$ cat src/sv/gce_pkg.sv
// ----------------------------------------------------------------------------
// gce_pkg: shared types, constants and microprogram
// Holds the field widths, the control word layout and the read-only
// microprogram that sequences the graph colouring search.
// ----------------------------------------------------------------------------
package gce_pkg;

  // Largest graph that the adjacency store holds.
  localparam int unsigned MAX_VERTICES = 16;

  // Field widths.
  localparam int unsigned VIDX_W   = 4;
  localparam int unsigned COLOR_W  = 5;
  localparam int unsigned ROW_W    = 16;
  localparam int unsigned COUNT_W  = 32;

  // Stream word widths, rounded up to whole bytes.
  localparam int unsigned IN_DATA_W  = 24;
  localparam int unsigned OUT_DATA_W = 48;

  // The search opens with two colours.
  localparam logic [COLOR_W-1:0] START_COLORS = COLOR_W'(2);

  // Microprogram addresses.
  typedef enum logic [4:0] {
    ST_IDLE,
    ST_DISPATCH,
    ST_LOAD,
    ST_CHK_DONE,
    ST_CHK_SELF,
    ST_START,
    ST_TRY,
    ST_TEST,
    ST_NEXT_C,
    ST_BACK,
    ST_POP,
    ST_LEVEL0,
    ST_RAISE,
    ST_FINISH,
    ST_PLACE,
    ST_PUSH,
    ST_SOLVED,
    ST_EMIT,
    ST_EXH,
    ST_GIVE_UP
  } step_e;

  // Datapath operations, one per control word.
  typedef enum logic [3:0] {
    OP_NOP,
    OP_WAIT,
    OP_LOAD,
    OP_START,
    OP_INC_C,
    OP_POP,
    OP_RAISE,
    OP_FINISH,
    OP_PUSH,
    OP_SOLVE,
    OP_EMIT,
    OP_EXH,
    OP_GIVE_UP
  } op_e;

  // Branch conditions tested by the sequencer.
  typedef enum logic [3:0] {
    CD_ALWAYS,
    CD_ACCEPT,
    CD_IS_LOAD,
    CD_DONE,
    CD_SELF_LOOP,
    CD_C_OVER,
    CD_FITS,
    CD_P_ZERO,
    CD_STOP,
    CD_LAST_V,
    CD_EMIT_END,
    CD_SLOT_FREE
  } cond_e;

  // One control word: operation, condition, address when the condition
  // holds and address when it does not.
  typedef struct packed {
    op_e   op;
    cond_e cond;
    step_e target;
    step_e next;
  } uword_t;

  // The microprogram itself.
  function automatic uword_t ucode(step_e s);
    uword_t w;
    w = '{op: OP_NOP, cond: CD_ALWAYS, target: ST_IDLE, next: ST_IDLE};
    unique case (s)
      ST_IDLE:     w = '{OP_WAIT,    CD_ACCEPT,    ST_DISPATCH, ST_IDLE};
      ST_DISPATCH: w = '{OP_NOP,     CD_IS_LOAD,   ST_LOAD,     ST_CHK_DONE};
      ST_LOAD:     w = '{OP_LOAD,    CD_ALWAYS,    ST_IDLE,     ST_IDLE};
      ST_CHK_DONE: w = '{OP_NOP,     CD_DONE,      ST_EXH,      ST_CHK_SELF};
      ST_CHK_SELF: w = '{OP_NOP,     CD_SELF_LOOP, ST_GIVE_UP,  ST_START};
      ST_START:    w = '{OP_START,   CD_ALWAYS,    ST_TRY,      ST_TRY};
      ST_TRY:      w = '{OP_NOP,     CD_C_OVER,    ST_BACK,     ST_TEST};
      ST_TEST:     w = '{OP_NOP,     CD_FITS,      ST_PLACE,    ST_NEXT_C};
      ST_NEXT_C:   w = '{OP_INC_C,   CD_ALWAYS,    ST_TRY,      ST_TRY};
      ST_BACK:     w = '{OP_NOP,     CD_P_ZERO,    ST_LEVEL0,   ST_POP};
      ST_POP:      w = '{OP_POP,     CD_ALWAYS,    ST_TRY,      ST_TRY};
      ST_LEVEL0:   w = '{OP_NOP,     CD_STOP,      ST_FINISH,   ST_RAISE};
      ST_RAISE:    w = '{OP_RAISE,   CD_ALWAYS,    ST_TRY,      ST_TRY};
      ST_FINISH:   w = '{OP_FINISH,  CD_ALWAYS,    ST_EXH,      ST_EXH};
      ST_PLACE:    w = '{OP_NOP,     CD_LAST_V,    ST_SOLVED,   ST_PUSH};
      ST_PUSH:     w = '{OP_PUSH,    CD_ALWAYS,    ST_TRY,      ST_TRY};
      ST_SOLVED:   w = '{OP_SOLVE,   CD_ALWAYS,    ST_EMIT,     ST_EMIT};
      ST_EMIT:     w = '{OP_EMIT,    CD_EMIT_END,  ST_IDLE,     ST_EMIT};
      ST_EXH:      w = '{OP_EXH,     CD_SLOT_FREE, ST_IDLE,     ST_EXH};
      ST_GIVE_UP:  w = '{OP_GIVE_UP, CD_ALWAYS,    ST_EXH,      ST_EXH};
      default:     w = '{OP_NOP,     CD_ALWAYS,    ST_IDLE,     ST_IDLE};
    endcase
    return w;
  endfunction

endpackage

$ cat src/sv/graph_coloring_enumerator.sv
// ----------------------------------------------------------------------------
// graph_coloring_enumerator: backtracking m-colouring enumerator
// Loads adjacency rows and, on request, resumes a depth-first search that
// lists every proper colouring at the least working colour count, at least two.
// ----------------------------------------------------------------------------
//
//  Channel   Direction  Word contents
//  s_axis    in         tuser: mode; tdata: row_index, row_bits
//  m_axis    out        tuser: exhausted; tlast: last;
//                       tdata: vertex_index, color, min_colors, solution_number
//  cfg       in         data: vertex_count
//
// A request runs set-up steps, then try, test and next-colour for each colour
// rejected, try, back and pop for each pop of the search stack, try, test, place
// and push for each push, try, back, level-zero and raise for each raise of the
// colour count, and one emit step per vertex result sent. The microcoded
// sequencer runs one control word per cycle. Reset clears the search state; the
// adjacency rows are undefined until loaded. A stalled output holds the sequencer
// in its emit step and keeps the input waiting; the next word is taken once the
// final result has entered the output register.
//
module graph_coloring_enumerator (
  input  logic                               clk_i,
  input  logic                               rst_ni,
  // Input stream
  input  logic                               s_axis_tvalid_i,
  output logic                               s_axis_tready_o,
  // tdata, from bit 0: row_index, row_bits, zero fill
  input  logic [gce_pkg::IN_DATA_W-1:0]      s_axis_tdata_i,
  // tuser: mode
  input  logic                               s_axis_tuser_i,
  // Output stream
  output logic                               m_axis_tvalid_o,
  input  logic                               m_axis_tready_i,
  // tdata, from bit 0: vertex_index, color, min_colors, solution_number, zero fill
  output logic [gce_pkg::OUT_DATA_W-1:0]     m_axis_tdata_o,
  output logic                               m_axis_tlast_o,
  // tuser: exhausted
  output logic                               m_axis_tuser_o,
  // Configuration write channel
  input  logic                               cfg_valid_i,
  output logic                               cfg_ready_o,
  input  logic [gce_pkg::COLOR_W-1:0]        cfg_data_i
);
  import gce_pkg::*;

  // Sequencer
  step_e                upc_q, upc_d;
  uword_t               uw;
  logic                 cond_true;

  // Configuration and search state
  logic [COLOR_W-1:0]   vcount_q;
  logic [ROW_W-1:0]     adj_q [MAX_VERTICES];
  logic [COLOR_W-1:0]   colors_q [MAX_VERTICES];
  logic [VIDX_W-1:0]    p_q;
  logic [VIDX_W-1:0]    k_q;
  logic [COLOR_W-1:0]   c_q;
  logic [COLOR_W-1:0]   depth_q;
  logic [COLOR_W-1:0]   limit_q;
  logic                 found_q;
  logic                 done_q;
  logic [COUNT_W-1:0]   count_q;

  // Captured input word
  logic                 in_mode_q;
  logic [VIDX_W-1:0]    in_row_q;
  logic [ROW_W-1:0]     in_bits_q;

  // Output register
  logic                 out_valid_q;
  logic [OUT_DATA_W-1:0] out_data_q;
  logic                 out_last_q;
  logic                 out_ex_q;

  // Derived values
  logic [COLOR_W-1:0]   n_v;
  logic [VIDX_W-1:0]    n_last;
  logic [COLOR_W-1:0]   bound;
  logic [VIDX_W-1:0]    p_start;
  logic [ROW_W-1:0]     row_p;
  logic                 self_loop;
  logic                 fits;
  logic                 slot_free;
  logic                 in_accept;
  logic                 cfg_accept;
  logic                 restart;

  // Current control word.
  assign uw = ucode(upc_q);

  // Handshakes.
  assign s_axis_tready_o = (uw.op == OP_WAIT);
  assign in_accept       = s_axis_tready_o && s_axis_tvalid_i;
  assign cfg_ready_o     = 1'b1;
  assign cfg_accept      = cfg_valid_i;
  assign slot_free       = !out_valid_q || m_axis_tready_i;
  assign restart         = cfg_accept || (uw.op == OP_LOAD);

  // Vertex count in use and the colour count bound.
  always_comb begin
    if (vcount_q == '0) begin
      n_v = COLOR_W'(1);
    end else if (vcount_q > COLOR_W'(MAX_VERTICES)) begin
      n_v = COLOR_W'(MAX_VERTICES);
    end else begin
      n_v = vcount_q;
    end
  end

  assign n_last  = VIDX_W'(n_v - COLOR_W'(1));
  assign bound   = (n_v > START_COLORS) ? n_v : START_COLORS;
  assign p_start = (depth_q >= n_v) ? n_last : depth_q[VIDX_W-1:0];
  assign row_p   = adj_q[p_q];

  // Self-loop check over the vertices in use.
  always_comb begin
    self_loop = 1'b0;
    for (int v = 0; v < MAX_VERTICES; v++) begin
      if ((COLOR_W'(v) < n_v) && adj_q[v][v]) begin
        self_loop = 1'b1;
      end
    end
  end

  // Candidate colour test against every vertex placed below the current one.
  always_comb begin
    fits = 1'b1;
    for (int j = 0; j < MAX_VERTICES; j++) begin
      if ((VIDX_W'(j) < p_q) && (colors_q[j] == c_q) && (row_p[j] || adj_q[j][p_q])) begin
        fits = 1'b0;
      end
    end
  end

  // Branch condition decode.
  always_comb begin
    unique case (uw.cond)
      CD_ALWAYS:    cond_true = 1'b1;
      CD_ACCEPT:    cond_true = in_accept;
      CD_IS_LOAD:   cond_true = !in_mode_q;
      CD_DONE:      cond_true = done_q;
      CD_SELF_LOOP: cond_true = self_loop;
      CD_C_OVER:    cond_true = (c_q > limit_q);
      CD_FITS:      cond_true = fits;
      CD_P_ZERO:    cond_true = (p_q == '0);
      CD_STOP:      cond_true = found_q || (limit_q >= bound);
      CD_LAST_V:    cond_true = (p_q == n_last);
      CD_EMIT_END:  cond_true = slot_free && (k_q == n_last);
      CD_SLOT_FREE: cond_true = slot_free;
      default:      cond_true = 1'b1;
    endcase
  end

  assign upc_d = cond_true ? uw.target : uw.next;

  // Sequencer, search state and output valid.
  always_ff @(posedge clk_i or negedge rst_ni) begin
    if (!rst_ni) begin
      upc_q       <= ST_IDLE;
      vcount_q    <= COLOR_W'(1);
      for (int i = 0; i < MAX_VERTICES; i++) begin
        colors_q[i] <= '0;
      end
      p_q         <= '0;
      k_q         <= '0;
      c_q         <= '0;
      depth_q     <= '0;
      limit_q     <= START_COLORS;
      found_q     <= 1'b0;
      done_q      <= 1'b0;
      count_q     <= '0;
      out_valid_q <= 1'b0;
    end else begin
      upc_q <= upc_d;

      // Output valid follows loads and drains of the output register.
      if (((uw.op == OP_EMIT) || (uw.op == OP_EXH)) && slot_free) begin
        out_valid_q <= 1'b1;
      end else if (m_axis_tready_i) begin
        out_valid_q <= 1'b0;
      end

      if (cfg_accept) begin
        vcount_q <= cfg_data_i;
      end

      if (restart) begin
        for (int i = 0; i < MAX_VERTICES; i++) begin
          colors_q[i] <= '0;
        end
        depth_q <= '0;
        limit_q <= START_COLORS;
        found_q <= 1'b0;
        done_q  <= 1'b0;
        count_q <= '0;
      end else begin
        case (uw.op)
          OP_START: begin
            p_q <= p_start;
            c_q <= colors_q[p_start] + COLOR_W'(1);
          end
          OP_INC_C: begin
            c_q <= c_q + COLOR_W'(1);
          end
          OP_POP: begin
            colors_q[p_q] <= '0;
            p_q           <= p_q - VIDX_W'(1);
            c_q           <= colors_q[p_q - VIDX_W'(1)] + COLOR_W'(1);
          end
          OP_RAISE: begin
            colors_q[p_q] <= '0;
            limit_q       <= limit_q + COLOR_W'(1);
            c_q           <= COLOR_W'(1);
          end
          OP_FINISH: begin
            colors_q[p_q] <= '0;
            done_q        <= 1'b1;
            depth_q       <= '0;
          end
          OP_PUSH: begin
            colors_q[p_q] <= c_q;
            p_q           <= p_q + VIDX_W'(1);
            c_q           <= COLOR_W'(1);
          end
          OP_SOLVE: begin
            colors_q[p_q] <= c_q;
            depth_q       <= n_v;
            found_q       <= 1'b1;
            k_q           <= '0;
            if (count_q != '1) begin
              count_q <= count_q + COUNT_W'(1);
            end
          end
          OP_EMIT: begin
            if (slot_free) begin
              k_q <= k_q + VIDX_W'(1);
            end
          end
          OP_GIVE_UP: begin
            done_q <= 1'b1;
          end
          default: begin
          end
        endcase
      end
    end
  end

  // Adjacency rows, input capture and output word.
  always_ff @(posedge clk_i) begin
    if (in_accept) begin
      in_mode_q <= s_axis_tuser_i;
      in_row_q  <= s_axis_tdata_i[VIDX_W-1:0];
      in_bits_q <= s_axis_tdata_i[VIDX_W +: ROW_W];
    end

    if (uw.op == OP_LOAD) begin
      adj_q[in_row_q] <= in_bits_q;
    end

    if ((uw.op == OP_EMIT) && slot_free) begin
      out_data_q <= {2'b00, count_q, limit_q, colors_q[k_q], k_q};
      out_last_q <= (k_q == n_last);
      out_ex_q   <= 1'b0;
    end else if ((uw.op == OP_EXH) && slot_free) begin
      out_data_q <= {2'b00, count_q, (found_q ? limit_q : COLOR_W'(0)),
                     COLOR_W'(0), VIDX_W'(0)};
      out_last_q <= 1'b1;
      out_ex_q   <= 1'b1;
    end
  end

  assign m_axis_tvalid_o = out_valid_q;
  assign m_axis_tdata_o  = out_data_q;
  assign m_axis_tlast_o  = out_last_q;
  assign m_axis_tuser_o  = out_ex_q;

endmodule

$ cat config.mk
export PLATFORM = sky130hd
export DESIGN_NAME = graph_coloring_enumerator
export DESIGN_NICKNAME = d
export VERILOG_FILES = /design/src/sv/gce_pkg.sv /design/src/sv/graph_coloring_enumerator.sv
export SDC_FILE = /design/constraint.sdc
export NUM_CORES = 1
export LEC_CHECK = 0
export ABC_CLOCK_PERIOD_IN_PS = 5800
export BUFFER_PORTS_ARGS = -buffer_cell sky130_fd_sc_hd__buf_2
export CAP_MARGIN = 20
export CORE_MARGIN = 8
export CORE_UTILIZATION = 40
export DETAILED_ROUTE_END_ITERATION = 10
export PLACE_DENSITY = 0.57
export SYNTH_ARGS = -nofsm -noshare
export SYNTH_HDL_FRONTEND = slang
export SYNTH_SLANG_ARGS = --single-unit
$ cat constraint.sdc
create_clock -name clk_i -period 5.8 [get_ports clk_i]
set_input_delay 1.16 -clock clk_i [delete_from_list [all_inputs] [get_ports clk_i]]
set_output_delay 1.16 -clock clk_i [all_outputs]
set_load 0.005 [all_outputs]
==> impl_metrics.json <==
{
  "max_freq_ghz": 0.1989,
  "pwr_density_cell_mw_per_mm2": 452.3,
  "clk_path_buf_depth": 3,
  "post_synth_and_or_nand_nor_area_fraction_pct": 13.34,
  "vias": 16689,
  "r2r_slack_ps": 770,
  "syn_to_final_growth_pct": 12.97,
  "maxCapViolCount": 0,
  "p_leak_uw": 0.009326,
  "dp.cells": 2706,
  "fin_nets": 2058,
  "async_flop_share_pct": 31.29,
  "io_buffers": 80,
  "rsz0062_at_grt": "false",
  "yosysSeqAreaShare_pct": 57.85,
  "wl_um": 70570,
  "cts_setup_buffers": 0,
  "finalNonFillerCells": 2802,
  "grt.total_usage_pct": 20.67,
  "worstPathRequired_ps": 6270,
  "die_w_um": 257.1,
  "timing.setup.tns_ps": 0,
  "slew_headroom_pct": 30.86,
  "ys_seq_elements": 473,
  "grt_pass1_vias": 16276,
  "netlist_area_sq_mm": 0.02326,
  "syn-instance-count": 1938,
  "start_util_pct": 40.39,
  "slew_violations": 0,
  "cts_inserted_buffers": 50,
  "end_kind": "flip-flop",
  "synth_compound_gate_area_share_pct": 12.19,
  "layout-drive-gt1-share_pct": 15.57,
  "grt_max_degree": 57,
  "cp_max_fo": 21,
  "ir_worst_vdd_mv": 0.3182,
  "synth_top_family_by_area": "simple AND/OR/NAND/NOR gates",
  "synth_top_area_share_pct": 41.83,
  "drt_iter0_drc": 1692,
  "via_per_inst": 5.956,
  "wl_per_cell_um": 25.19,
  "synth_area_leader_cell": "edfxtp_1",
  "detailed_place_hpwl_um": 47490,
  "tightest_slew_ps": 1035,
  "core_sq_mm": 0.05759,
  "min_period_ps": 5027,
  "first_pass_iters": 5,
  "synth_cell_type_count": 80,
  "fin_worst_skew_ps": 36.45,
  "r2r.worst_path.cells": 14,
  "hold_viol_final": 0,
  "io_pins": 88,
  "clk_pin_slew_worst_paths_ps": 60,
  "outcome": "completed",
  "clockRootBuffer": "clkbuf_16",
  "grt_antenna_before_repair": 2,
  "die_area_sq_mm": 0.06612,
  "htree_levels": 2,
  "nFillCells": 5192,
  "syn_area_per_cell_sq_um": 12.00,
  "grt_pass1_wl_um": 105500,
  "die_h_um": 257.1,
  "cts_tree": "done",
  "rows": 88,
  "synthTopCellsByCount": "324 x edfxtp_1, 262 x nor2_1, 146 x dfrtp_1, 109 x nand2_1, 94 x a21oi_1",
  "synthTopCellsByArea": "edfxtp_1 42%, dfrtp_1 16%, mux4_2 6.2%",
  "synthFlopType": "edfxtp_1",
  "yosysMostFrequentCell": "edfxtp_1",
  "yosys_warnings": 0,
  "cts.sinks": 473,
  "worstSetupPathType": "reg -> reg",
  "grt_overflow_total": 0,
  "drc": 0,
  "period_share_pct": 86.68,
  "clock_latency_ps": 620,
  "place.gp.congestion": 0.9064,
  "hold_path_depth": 2,
  "synth_xor_area_share_pct": 4.330,
  "antenna_left": 0,
  "synth.area.mux_share_pct": 7.644,
  "worstSetupStartpointType": "flip-flop",
  "hold_buffers": 0,
  "cp.arrival_ps": 5500,
  "synth_edf_count": 324,
  "synthAdderAreaFrac_pct": 1.560,
  "finalSetupViolCount": 0,
  "hold_class": "reg -> reg",
  "cts.repair.resized": 0
}
per-layer routing:
| layer | wire [um] | track usage (%) | up-vias | share of wire (%) |
|---|---|---|---|---|
| met2 | 33420 | 33.06 | 660 | 47 |
| met1 | 29750 | 27.69 | 8459 | 42 |
| li1 | - | - | 7445 | - |
| met4 | 2035 | 6.551 | 0 | 2.9 |
| met3 | 5373 | 4.815 | 125 | 7.6 |
| met5 | 0 | 0 | - | 0 |
cell usage in the layout, fill, tap and decap left out, types with 9 or more instances in the layout:
| cell type | Yosys | layout |
|---|---|---|
| nor4_1 | 19 | 19 |
| buf_4 | 9 | 51 |
| xor2_1 | 63 | 63 |
| nand3_1 | 48 | 48 |
| dfrtp_1 | 146 | 143 |
| mux4_2 | 64 | 64 |
| nor2_1 | 262 | 260 |
| nand2_1 | 109 | 109 |
| nor2b_1 | 14 | 14 |
| mux2i_1 | 28 | 28 |
| clkinv_2 | 0 | 9 |
| a31oi_1 | 10 | 10 |
| a21oi_1 | 94 | 94 |
| buf_2 | 37 | 79 |
| o21ai_0 | 54 | 54 |
| or3_1 | 16 | 16 |
| inv_1 | 30 | 30 |
| xnor2_1 | 52 | 52 |
| edfxtp_1 | 324 | 324 |
| nand4_1 | 24 | 24 |
| nor3_1 | 71 | 67 |
| o22ai_1 | 10 | 10 |
| o21ai_1 | 9 | 9 |
| a22oi_1 | 56 | 56 |
| a32oi_1 | 32 | 32 |
| nand2b_1 | 12 | 11 |
| and3_1 | 9 | 9 |
| clkbuf_16 | 0 | 52 |
| and2_1 | 26 | 26 |
| a211oi_1 | 46 | 46 |
| ha_1 | 29 | 29 |
| nor3b_1 | 17 | 17 |
cell families after synthesis:
| family | count (synthesis) |
|---|---|
| AO/OA/AOI/OAI | 406 |
| XOR/XNOR | 115 |
| adder cells (fa/ha/maj) | 29 |
| buffers and inverters | 162 |
| flip-flops | 473 |
| multiplexers | 97 |
| other | 2 |
| AND/OR/NAND/NOR | 654 |
power breakdown:
group	switching (uW)	total [uW]	internal, uW	leakage, uW
Sequential	526	4520	4000	0.00495
Combinational	2590	3940	1340	0.00353
Clock	1420	3430	2010	0.000844
worst max-delay path: stages, from the launching register on:
cell and delay, ps:
dfrtp_1 580, nor3_1 540, o21a_1 410, ha_1 300
nor2b_1 190, o21ai_2 140, a211oi_1 570, a21o_1 680
a311o_1 250, a21oi_1 90, or3_1 410, ha_1 250
o211a_1 150, a32oi_1 190, nand4_1 120
path summary, 6_finish.rpt:
check | to | start
setup / recovery | c_q[4] | vcount_q[3]
hold / removal | m_axis_tuser_o | m_axis_tuser_o
setup reg to reg | c_q[4] | vcount_q[3]
hold reg to reg | m_axis_tuser_o | m_axis_tuser_o
max in group asynchronous | p_q[0] | rst_ni
min in group asynchronous | count_q[17] | rst_ni
state kept, by name, summed over array words and instances (netlist names):
name / cells
p_q: 4
in_row_q: 4
vcount_q: 5
colors_q: 80
in_bits_q: 16
m_axis_tuser_o: 1
found_q: 1
k_q: 4
depth_q: 5
c_q: 5
m_axis_tdata_o: 46
in_mode_q: 1
count_q: 32
limit_q: 5
m_axis_tlast_o: 1
done_q: 1
m_axis_tvalid_o: 1
adj_q: 256
upc_q: 5
cell type report:
type	instances	area [sq um]	share of cell area, %
clock buffers	58	1324	5.038
inverters	33	123.9	0.4714
well taps	765	957.2	3.643
flip-flops and latches	473	13460	51.23
clock inverters	36	436.7	1.662
repair buffers	132	817.0	3.109
multi-input cells	1304	9155	34.84
diodes	1	2.502	0.009523
metrics by stage:
step	setup slack [ps]	util (%)	hold WS, ps	cell area [sq um]	total power [uW]
after floorplan	1822	-	448.1	23260	7041
after global placement	1008	42.52	448.1	24490	8415
after detailed placement	870.8	42.52	455.7	24490	8458
after CTS	839.3	45.58	472.0	26250	11900
after global routing	534.7	45.63	495.5	26280	12390
final	772.6	45.63	462.0	26280	11880
No activity file was read; power rests on OpenSTA's default activity.
